**src/rtl/assert_macros.svh**
```systemverilog
// Assertion macros used by the gate sequencer top level.
`ifndef ASSERT_MACROS_SVH
`define ASSERT_MACROS_SVH

// Same-cycle implication, disabled while reset is high.
`define SGS_ASSERT_NOW(label, clk, rst, ante, cons) \
  label: assert property (@(posedge clk) disable iff (rst) (ante) |-> (cons)) \
    else $error("gate sequencer assertion failed");

// Next-cycle implication, disabled while reset is high.
`define SGS_ASSERT_NEXT(label, clk, rst, ante, cons) \
  label: assert property (@(posedge clk) disable iff (rst) (ante) |=> (cons)) \
    else $error("gate sequencer assertion failed");

`endif

```
**src/rtl/sgs_pkg.sv**
```systemverilog
// Types and constants of the servo gate sequencer.
package sgs_pkg;

  // Gate modes, encoded as reported on gate_state.
  typedef enum logic [1:0] {
    MODE_OPENING = 2'd0,
    MODE_CLOSING = 2'd1,
    MODE_CLOSED  = 2'd2,
    MODE_OPEN    = 2'd3
  } mode_t;

  // Item kinds carried on func.
  localparam logic [1:0] FUNC_TICK  = 2'd0;
  localparam logic [1:0] FUNC_OPEN  = 2'd1;
  localparam logic [1:0] FUNC_CLOSE = 2'd2;

  // Configuration register indexes.
  localparam logic [2:0] REG_MAGNET_HOLD  = 3'd0;
  localparam logic [2:0] REG_ARRIVAL_MARG = 3'd1;
  localparam logic [2:0] REG_OPEN_PULSE   = 3'd2;
  localparam logic [2:0] REG_CLOSE_PULSE  = 3'd3;
  localparam logic [2:0] REG_WINDOW_LOW   = 3'd4;
  localparam logic [2:0] REG_WINDOW_HIGH  = 3'd5;

  // Configuration reset values.
  localparam logic [31:0] RST_MAGNET_HOLD  = 32'd1000;
  localparam logic [31:0] RST_ARRIVAL_MARG = 32'd500;
  localparam logic [11:0] RST_OPEN_PULSE   = 12'd2000;
  localparam logic [11:0] RST_CLOSE_PULSE  = 12'd1000;
  localparam logic [9:0]  RST_WINDOW_LOW   = 10'd200;
  localparam logic [9:0]  RST_WINDOW_HIGH  = 10'd800;

  typedef struct packed {
    logic [31:0] magnet_hold_time;
    logic [31:0] arrival_margin;
    logic [11:0] open_pulse_width;
    logic [11:0] close_pulse_width;
    logic [9:0]  window_low;
    logic [9:0]  window_high;
  } cfg_t;

  typedef struct packed {
    logic [1:0]  func;
    logic [31:0] now;
    logic [9:0]  arrival_level;
  } item_t;

  typedef struct packed {
    mode_t       mode;
    logic        magnet_active;
    logic [31:0] magnet_start;
    logic [31:0] move_start;
    logic        servo_enabled;
    logic [11:0] pulse_width;
  } gate_reg_t;

endpackage

```
**src/rtl/sgs_cfg_regs.sv**
```systemverilog
// Configuration register file of the servo gate sequencer.
module sgs_cfg_regs
  import sgs_pkg::*;
(
  input  logic        clk,
  input  logic        rst,
  input  logic        wr_en,
  input  logic [2:0]  wr_index,
  input  logic [31:0] wr_data,
  output cfg_t        cfg
);

  // Register writes; unknown indexes are dropped.
  always_ff @(posedge clk) begin
    if (rst) begin
      cfg.magnet_hold_time  <= RST_MAGNET_HOLD;
      cfg.arrival_margin    <= RST_ARRIVAL_MARG;
      cfg.open_pulse_width  <= RST_OPEN_PULSE;
      cfg.close_pulse_width <= RST_CLOSE_PULSE;
      cfg.window_low        <= RST_WINDOW_LOW;
      cfg.window_high       <= RST_WINDOW_HIGH;
    end else if (wr_en) begin
      case (wr_index)
        REG_MAGNET_HOLD:  cfg.magnet_hold_time  <= wr_data;
        REG_ARRIVAL_MARG: cfg.arrival_margin    <= wr_data;
        REG_OPEN_PULSE:   cfg.open_pulse_width  <= wr_data[11:0];
        REG_CLOSE_PULSE:  cfg.close_pulse_width <= wr_data[11:0];
        REG_WINDOW_LOW:   cfg.window_low        <= wr_data[9:0];
        REG_WINDOW_HIGH:  cfg.window_high       <= wr_data[9:0];
        default: ;
      endcase
    end
  end

endmodule

```
**src/rtl/sgs_step.sv**
```systemverilog
// Next-state logic of the gate controller for one item.
module sgs_step
  import sgs_pkg::*;
(
  input  cfg_t      cfg,
  input  item_t     item,
  input  gate_reg_t st,
  output gate_reg_t st_next,
  output logic      arrived
);

  logic        moving;
  logic [31:0] magnet_elapsed;
  logic [31:0] move_elapsed;
  logic        hold_done;
  logic        at_target;

  // Wrapping elapsed times and the arrival test.
  always_comb begin
    moving         = st.mode inside {MODE_OPENING, MODE_CLOSING};
    magnet_elapsed = item.now - st.magnet_start;
    move_elapsed   = item.now - st.move_start;
    hold_done      = st.magnet_active && (magnet_elapsed > cfg.magnet_hold_time);
    at_target      = (move_elapsed > cfg.arrival_margin) &&
                     (item.arrival_level > cfg.window_low) &&
                     (item.arrival_level < cfg.window_high);
  end

  // Mode transitions per item kind; the unused code changes nothing.
  always_comb begin
    st_next = st;
    arrived = 1'b0;
    case (item.func)
      FUNC_TICK: begin
        if (moving) begin
          if (hold_done) begin
            st_next.magnet_active = 1'b0;
            st_next.magnet_start  = '0;
          end
          if (at_target) begin
            st_next.mode          = (st.mode == MODE_OPENING) ? MODE_OPEN : MODE_CLOSED;
            st_next.servo_enabled = 1'b0;
            arrived               = 1'b1;
          end
        end
      end
      FUNC_OPEN: begin
        if (st.mode == MODE_CLOSED) begin
          st_next.mode          = MODE_OPENING;
          st_next.move_start    = item.now;
          st_next.magnet_active = 1'b1;
          st_next.magnet_start  = item.now;
          st_next.servo_enabled = 1'b1;
          st_next.pulse_width   = cfg.open_pulse_width;
        end
      end
      FUNC_CLOSE: begin
        if (st.mode == MODE_OPEN) begin
          st_next.mode          = MODE_CLOSING;
          st_next.move_start    = item.now;
          st_next.servo_enabled = 1'b1;
          st_next.pulse_width   = cfg.close_pulse_width;
        end
      end
      default: ;
    endcase
  end

endmodule

```
**src/rtl/servo_gate_sequencer.sv**
```systemverilog
// Top level of the servo gate sequencer: input register, step logic, result register.
//
//   channel | direction | handshake           | payload
//   in      | input     | in_valid/in_ready   | func, now, arrival_level
//   out     | output    | out_valid/out_ready | gate_state, magnet_on, servo_on,
//           |           |                     | servo_pulse, arrived
//   cfg     | input     | cfg_valid/cfg_ready | cfg_index, cfg_data
//
// An item's result is registered twice: the item waits in the input register and passes
// through the step logic into the result register when that register is free. One item is
// accepted per cycle while the output is not stalled; the gate state register updates as an
// item moves into the result register.
// Reset is synchronous and returns the gate to closed with the default configuration.
// A stalled output holds the result and then the input register; cfg_ready is always high.
`include "assert_macros.svh"

module servo_gate_sequencer
  import sgs_pkg::*;
(
  input  logic        clk,
  input  logic        rst,
  input  logic        in_valid,
  output logic        in_ready,
  input  logic [1:0]  func,
  input  logic [31:0] now,
  input  logic [9:0]  arrival_level,
  output logic        out_valid,
  input  logic        out_ready,
  output logic [1:0]  gate_state,
  output logic        magnet_on,
  output logic        servo_on,
  output logic [11:0] servo_pulse,
  output logic        arrived,
  input  logic        cfg_valid,
  output logic        cfg_ready,
  input  logic [2:0]  cfg_index,
  input  logic [31:0] cfg_data
);

  cfg_t      cfg;
  item_t     s1_item;
  logic      s1_valid;
  logic      advance;
  gate_reg_t st;
  gate_reg_t st_next;
  logic      arrived_next;
  logic      st_moving;
  logic      out_settled;

  assign cfg_ready = 1'b1;

  sgs_cfg_regs u_cfg (
    .clk      (clk),
    .rst      (rst),
    .wr_en    (cfg_valid && cfg_ready),
    .wr_index (cfg_index),
    .wr_data  (cfg_data),
    .cfg      (cfg)
  );

  // The item in the input register moves on when the result register is free.
  assign advance  = s1_valid && (!out_valid || out_ready);
  assign in_ready = !s1_valid || advance;

  // Input register.
  always_ff @(posedge clk) begin
    if (rst) begin
      s1_valid <= 1'b0;
    end else if (in_ready) begin
      s1_valid <= in_valid;
    end
  end

  always_ff @(posedge clk) begin
    if (in_ready && in_valid) begin
      s1_item.func          <= func;
      s1_item.now           <= now;
      s1_item.arrival_level <= arrival_level;
    end
  end

  sgs_step u_step (
    .cfg     (cfg),
    .item    (s1_item),
    .st      (st),
    .st_next (st_next),
    .arrived (arrived_next)
  );

  // Gate state register.
  always_ff @(posedge clk) begin
    if (rst) begin
      st.mode          <= MODE_CLOSED;
      st.magnet_active <= 1'b0;
      st.magnet_start  <= '0;
      st.move_start    <= '0;
      st.servo_enabled <= 1'b0;
      st.pulse_width   <= '0;
    end else if (advance) begin
      st <= st_next;
    end
  end

  // Result register.
  always_ff @(posedge clk) begin
    if (rst) begin
      out_valid <= 1'b0;
    end else if (advance) begin
      out_valid <= 1'b1;
    end else if (out_ready) begin
      out_valid <= 1'b0;
    end
  end

  always_ff @(posedge clk) begin
    if (advance) begin
      gate_state  <= st_next.mode;
      magnet_on   <= st_next.magnet_active;
      servo_on    <= st_next.servo_enabled;
      servo_pulse <= st_next.pulse_width;
      arrived     <= arrived_next;
    end
  end

  // Short terms used by the checks below.
  assign st_moving   = (st.mode == MODE_OPENING) || (st.mode == MODE_CLOSING);
  assign out_settled = (gate_state == MODE_OPEN) || (gate_state == MODE_CLOSED);

  // A completed move always leaves the gate settled with the servo released.
  `SGS_ASSERT_NOW(a_arrive_settles, clk, rst, out_valid && arrived, !servo_on && out_settled)
  // A moving gate always has its servo driven.
  `SGS_ASSERT_NOW(a_moving_servo, clk, rst, st_moving, st.servo_enabled)
  // A released magnet carries a cleared timestamp.
  `SGS_ASSERT_NOW(a_magnet_start, clk, rst, !st.magnet_active, st.magnet_start == '0)
  // The gate state only changes when an item passes into the result register.
  `SGS_ASSERT_NEXT(a_state_hold, clk, rst, !advance, $stable(st))

endmodule
```
**config.mk**
```make
export PLATFORM = sky130hd
export DESIGN_NAME = servo_gate_sequencer
export DESIGN_NICKNAME = d
export VERILOG_FILES = /design/src/rtl/sgs_pkg.sv /design/src/rtl/sgs_cfg_regs.sv /design/src/rtl/sgs_step.sv /design/src/rtl/servo_gate_sequencer.sv
export VERILOG_INCLUDE_DIRS = /design/src /design/src/rtl
export SDC_FILE = /design/constraint.sdc
export NUM_CORES = 1
export LEC_CHECK = 0
export ABC_CLOCK_PERIOD_IN_PS = 4550
export BUFFER_PORTS_ARGS = -buffer_cell sky130_fd_sc_hd__buf_4
export CAP_MARGIN = 20
export CORE_ASPECT_RATIO = 1.5
export CORE_MARGIN = 2
export CORE_UTILIZATION = 51
export DETAILED_ROUTE_END_ITERATION = 7
export PLACE_DENSITY = 0.77
export SYNTH_ARGS = -nofsm -noshare
export SYNTH_HDL_FRONTEND = slang
export SYNTH_SLANG_ARGS = --single-unit
```
**constraint.sdc**
```tcl
create_clock -name clk -period 4.55 [get_ports clk]
set_input_delay 1.365 -clock clk [delete_from_list [all_inputs] [get_ports clk]]
set_output_delay 1.365 -clock clk [all_outputs]
set_load 0.005 [all_outputs]
```
==> summary.md, run 1 <==
| Metric | Value |
|---|---|
| DP HPWL | `29100 um` |
| Cell taking the most area after synthesis | `dfxtp_1` |
| Syn Nets | `1935` |
| Place WS | `-0.619 ns` |
| Busiest grt layer | `met2` |
| Antenna diodes | `0` |
| CTS buffer count | `26` |
| Least-Margin Pin Slew | `1.08 ns` |
| Final-report max-slew violation count | `0` |
| Overall via count from detail_route | `12900` |
| Worst R2R Start | `s1_item[10]` |
| Clock sink total | `251` |
| Post-synth top cells | `nand2_1 (315), dfxtp_1 (190), a21oi_1 (188)` |
| IO Pins | `104` |
| Top cell type's share of synthesized area | `26.5%` |
| Area contributors post-synth | `dfxtp_1 (26%), ha_1 (13%), edfxtp_1 (13%)` |
| Final wirelength | `40500 um` |
| RSZ-0062 raised after global routing | `true` |
| Met1 Usage GRT | `28.6%` |
| Worst setup EP type | `flip-flop` |
| Met2 Use GR | `47.9%` |
| Vias per cell | `5.68` |
| Failing checks | `negative setup slack` |
| Vias in the first global route | `12900` |
| Final hold violation count | `0` |
| Most frequent cell after synthesis | `nand2_1` |
| Fraction of layout cells with a size suffix above 1 | `20.0%` |
| Final setup violation count | `39` |
| Fin crit share | `107%` |
| F_max | `0.206 GHz` |
| Synth Register Bits | `251` |
| 1st-iter DRT viols | `833` |
| Placement Rows | `75` |
| GR Util met3 | `3.35%` |
| CP Capture Point | `st[48]` |
| Post-synth design cell area | `14400 um2` |
| Max Clock Skew | `0.0264 ns` |
| Async SR Flop Fraction | `0%` |
| Clk buf depth | `3` |
| CP Max Fanout | `7` |
| Total power draw | `0.00555 W` |
| Layout fillers | `2274` |
| Synth Instances | `1700` |
| Worst r2r dst | `st[48]` |
| Global-route wire length before repair | `62800 um` |
| P per Cell Area | `312 nW/um2` |
| Startpoint Class | `flip-flop` |
| Core ar. | `27900 um2` |
| Min-delay worst type | `reg2reg` |
| FF+latch area | `5640 um2` |
| Worst setup path startpoint | `s1_item[10]` |
| Maximum vdd drop | `0.000290 V` |
| Worst path arrival time | `5.35 ns` |
| Most used flip-flop cell after synthesis | `dfxtp_1` |
| Reg-to-reg slack, setup | `-0.31 ns` |
| Wire per inst | `17.9 um` |
| Die area | `29600 um2` |
| Nets | `2138` |
| Ys Warns | `0` |
| Required time worst endpoint | `5.04 ns` |
| P_leak | `7.27 nW` |
| DRT Pass-1 Iters | `5` |
| Sequential share of the synthesized area | `39.2%` |
| CTS tree | `yes` |
| DRT antenna net count | `0` |
| Setup_tns | `-10.38 ns` |
| Chip Width | `141 um` |
| DR DRC count | `0` |
| Hold Slack | `0.453 ns` |
| Largest net degree at the start of global routing | `91` |
| Status | `complete, but fails checks` |
| Synthesized area per cell | `8.46 um2` |
| Minimum clock period | `4.86 ns` |
| All-Layer GR Usage | `26.3%` |
| Initial antenna violation count | `0` |
| EDFF count, synth | `61` |
| Max-slew headroom at the worst pin | `27.7%` |
| Netlist cell types | `68` |
| Area grow syn2layout | `23.7%` |
| Starting density of the core | `51.6%` |
| Setup ws final | `-0.311 ns` |
| Htree depth | `1` |
| # port buffers | `102` |
| Clock slew at reported path FFs | `0.06 ns` |
| Kind of critical path | `reg2reg` |
| Clk_lat worst skew | `0.57 ns` |
| Global placer's final weighted congestion | `0.939` |
| Area of the multi-input gates | `8240 um2` |
| Worst reg2reg path depth | `24` |
| MaxCap Viol Count | `0` |
| Die H | `210 um` |
| Clock root buffer | `clkbuf_16` |
| Congestion Overflow GR | `0` |
## power by group
group	internal (W)	leakage, nW	switching, W
clock	0.00120	0.408	0.000913
sequential	0.00235	2.13	0.0000416
combinational	0.000464	4.73	0.000576
total	0.00401	7.27	0.00153
## layout by cell type (no fill, tap or decap), drive strengths merged, types with 5 or more instances in the layout
master   netlist  routed
nor4           5       5
buf            9     239
a22o          25      25
dfxtp        190     190
and2           8       8
nor2b         13      13
ha           149     149
nand2        315     315
xnor2         32      32
a21oi        189     189
o21bai         6       6
clkinv         0       8
inv          178     178
o21a           9       9
edfxtp        61      61
nor3          14      14
o2111ai        5       5
o211ai        30      30
nor2          81      81
nand2b        11      11
o21ai         50      50
a31oi          5       5
mux2          30      30
xor2          22      22
a21boi         5       5
clkbuf        58      41
a21o          47      47
nand4         14      14
a211oi        11      11
and3           5       5
nand3         57      57
mux2i         16      16
and4           7       7
## cell families after synthesis
kind of cell	after synthesis	share of synthesized area [%]
xor+xnor	54	3.29
simple gates	540	16.2
flops	251	39.2
fa+ha+maj	151	13.2
other cells	1	0.0261
mux	46	3.46
compound gates	412	18.1
buf+inv	245	6.50
## area by class of cell
class | count | area share (%)
Clock buffer | 38 | 4.20
Clock inverter | 10 | 0.506
Inverter | 178 | 3.76
Multi-Input combinational cell | 1204 | 46.3
Sequential cell | 251 | 31.7
Tap cell | 346 | 2.43
Timing Repair Buffer | 242 | 11.1
## metrics by stage
stage / instance area [um2] / std cells / utilization, %
floorplan: 14400 / 1700 / -
global placement: 16300 / 2200 / 58.4
detailed placement: 16300 / 2201 / 58.5
CTS: 17300 / 2259 / 62.2
global route: 17800 / 2269 / 63.8
finish: 17800 / 2269 / 63.8
## routing by layer
layer,vias to the layer above,part of all wire [%],wire length [um]
met5,-,0,0
met4,0,6.7,2710
met3,154,4.8,1930
met2,435,50,20400
met1,6054,38,15400
li1,6247,-,-
## sequential cells by signal, summed over array words and instances, names as in the netlist
register,flops
arrived,1
st,80
magnet_on,1
servo_pulse,12
gate_state,2
s1_item,44
servo_on,1
u_cfg.cfg,108
s1_valid,1
out_valid,1
## what timing repair did
item,in CTS,in global routing
gates resized for setup,35,80
buffers inserted,9,8
hold buffers,0,0
endpoints found under the setup margin,41,41
gates cloned,1,3
pin swaps,25,31
## worst min path at each step
stage | from | to | cells after the start
floorplan | st[14] | st[14] | 2
global placement | st[29] | st[29] | 2
detailed placement | st[23] | st[23] | 2
CTS | st[33] | st[33] | 2
global route | st[17] | st[17] | 2
finish | st[17] | st[17] | 2
## critical path, cell delays in order (launching register included)
cell and delay [ns]:
edfxtp_1 0.40, inv_2 0.10, buf_6 0.10, ha_4 0.12, inv_2 0.04, fa_2 0.36
a211oi_2 0.22, o21ai_2 0.12, o211ai_1 0.27, a211oi_2 0.17, o21ai_2 0.22, a211oi_2 0.12
or3_1 0.31, and2_4 0.17, ha_4 0.26, nand4_1 0.13, buf_4 0.17, a211oi_1 0.21
a21o_1 0.19, a211oi_4 0.04, a211o_2 0.35, buf_12 0.16, clkbuf_16 0.17, mux2_4 0.30
nor2_1 0.08
(Power assumes the default switching activity.)
==> inputs of run 2 (changes only) <==
- ABC_AREA: not set -> 1
==> summary.md, run 2 <==
| Metric | Value |
|---|---|
| Antenna diodes | `0` |
| Required time worst endpoint | `4.93 ns` |
| Commonest non-fill, non-tap cells in the layout | `nand2_1 (356), inv_1 (279), a21oi_1 (240)` |
| Final wirelength | `43300 um` |
| Clk_lat worst skew | `0.54 ns` |
| Placement Rows | `76` |
| Most frequent cell after synthesis | `nand2_1` |
| Cell taking the most area after synthesis | `dfxtp_1` |
| Sequential share of the synthesized area | `38.2%` |
| Worst reg2reg path depth | `24` |
| Startpoint Class | `flip-flop` |
| Worst R2R Start | `s1_item[10]` |
| Most used flip-flop cell after synthesis | `dfxtp_1` |
| Worst setup EP type | `flip-flop` |
| Syn Nets | `2168` |
| Reg with most FFs | `u_cfg.cfg` |
| Area grow syn2layout | `14.7%` |
| Least-Margin Pin Slew | `0.999 ns` |
| Min-delay worst type | `reg2reg` |
| All-Layer GR Usage | `28.3%` |
| HP Start | `u_cfg.cfg[30]` |
| CP Max Fanout | `15` |
| Overall via count from detail_route | `13400` |
| Biggest regs | `u_cfg.cfg: 108 flops, st: 80 flops, s1_item: 44 flops` |
| Netlist cell types | `45` |
| EDFF count, synth | `61` |
| IO Pins | `104` |
| Congestion Overflow GR | `0` |
| Worst setup path startpoint | `s1_item[10]` |
| Kind of critical path | `reg2reg` |
| Setup_tns | `0 ns` |
| Vias per cell | `5.52` |
| Global-route wire length before repair | `67100 um` |
| Clk buf depth | `3` |
| Synth Instances | `1933` |
| Fin crit share | `95.1%` |
| DP HPWL | `32300 um` |
| Ys Warns | `0` |
| Initial antenna violation count | `0` |
| MaxCap Viol Count | `0` |
| Minimum clock period | `4.33 ns` |
| DR DRC count | `0` |
| Post-synth top cells | `nand2_1 (358), inv_1 (281), a21oi_1 (245)` |
| Global placer's final weighted congestion | `0.985` |
| Final hold violation count | `0` |
| Clock slew at reported path FFs | `0.06 ns` |
| Total power draw | `0.00585 W` |
| P per Cell Area | `346 nW/um2` |
| Hold path depth | `2` |
| Clock root buffer | `clkbuf_16` |
| Post-synth design cell area | `14700 um2` |
| Async SR Flop Fraction | `0%` |
| DRT antenna net count | `0` |
| Hold Slack | `0.447 ns` |
| Setup ws final | `0.225 ns` |
| Chip Width | `143 um` |
| Status | `finished, final reports clean` |
| Worst path arrival time | `4.71 ns` |
| Htree depth | `1` |
| Nets | `2254` |
| Maximum vdd drop | `0.000315 V` |
| P_leak | `7.36 nW` |
| Place WS | `0.161 ns` |
| Fraction of layout cells with a size suffix above 1 | `9.51%` |
| Die area | `30300 um2` |
| Top cell type's share of synthesized area | `25.8%` |
| F_max | `0.231 GHz` |
| Starting density of the core | `51.5%` |
| # port buffers | `102` |
| Final-report max-slew violation count | `0` |
| Non-Filler Instances | `2429` |
| Core ar. | `28600 um2` |
| Placed cell count | `2377` |
| Reg-to-reg slack, setup | `0.22 ns` |
| Clock sink total | `251` |
| Vias in the first global route | `13100` |
| Max FFs per register | `108` |
| Die H | `212 um` |
| Synthesized area per cell | `7.63 um2` |
| CTS tree | `yes` |
| Max-slew headroom at the worst pin | `33.4%` |
| Largest net degree at the start of global routing | `79` |
| Commonest non-fill, non-tap cell in the layout | `nand2_1` |
| Synth Register Bits | `251` |
| Wire per inst | `17.8 um` |
| Max Clock Skew | `0.0147 ns` |
| Area contributors post-synth | `dfxtp_1 (26%), ha_1 (13%), edfxtp_1 (12%)` |
| 1st-iter DRT viols | `739` |
| Final setup violation count | `0` |
| DRT Pass-1 Iters | `5` |
| CTS buffer count | `26` |
==> run 2: cell types whose count changed after synthesis, moves of 16 or more <==
cell,before,now
nor2_1,81,128
o21ai_0,45,126
nand2_1,315,358
a211oi_1,9,31
a21o_1,46,15
a21oi_1,188,245
xor2_1,22,41
mux2i_1,16,0
xnor2_1,32,16
a22o_1,25,0
nand3_1,57,79
o21ai_1,5,31
mux2_2,30,0
inv_1,177,281
==> run 2: metal layers <==
layer	vias up	global-route usage [%]	routed length [um]
li1	6626	-	-
met2	444	50.4	21300
met4	0	21.5	3790
met5	-	0	0
met3	167	3.47	2300
met1	6173	30.3	15900
==> run 2: area by class of cell <==
class,instances,area [um2]
multi-input cells,1325,7840
clock buffers,42,805
clock inverters,6,37.5
well taps,390,488
flip-flops and latches,251,5640
repair buffers,127,1030
inverters,288,1080
fillers,2652,11700
==> run 2: worst paths after layout <==
kind	to
max	st[72]
min	u_cfg.cfg[30]
max reg2reg	st[72]
min reg2reg	u_cfg.cfg[30]
==> run 2: repair_timing <==
item	in CTS	in global routing
hold buffers	0	0
resized for setup	0	22
buffers inserted	0	1
endpoints found under the setup margin	0	39
==> run 2: cell families (layout without fill, tap and decap cells) <==
family	Yosys count	in the layout	share of synthesized area, %
AND/OR/NAND/NOR	604	604	16.8
XOR/XNOR	57	57	3.39
AO/OA/AOI/OAI	512	512	19.5
adder cells (fa/ha/maj)	151	151	12.9
buffers and inverters	357	463	9.21
flip-flops	251	251	38.2
other	1	1	0.0254
==> run 2: metrics by stage <==
| stage | utilization, % | instance area, um2 |
|---|---|---|
| 2_1_floorplan | - | 14700 |
| 3_3_place_gp | 55.5 | 15900 |
| 3_5_place_dp | 55.5 | 15900 |
| 4_1_cts | 58.5 | 16700 |
| 5_1_grt | 59.1 | 16900 |
| 6_report | 59.1 | 16900 |
==> run 2: power by group <==
| group | internal, W | switching [W] |
|---|---|---|
| Combinational | 0.000485 | 0.000798 |
| Sequential | 0.00239 | 0.0000671 |
| Clock | 0.00121 | 0.000894 |
| Total | 0.00409 | 0.00176 |
==> run 2: critical path: stages, from the launching register on <==
cell,delay (ns)
edfxtp_1,0.42
inv_1,0.11
ha_1,0.14
inv_1,0.06
fa_1,0.41
nand3_1,0.10
nand3_2,0.10
a21oi_2,0.21
o21ai_2,0.12
a21boi_1,0.26
o21ai_0,0.18
xor2_1,0.17
ha_1,0.28
nand2_1,0.07
nor2_2,0.10
nand4_1,0.20
nor4_4,0.29
nand4_1,0.20
nand3_2,0.16
nand2_4,0.11
nand2_4,0.14
buf_12,0.16
nand2_1,0.06
nand2_1,0.06
nor2_1,0.05
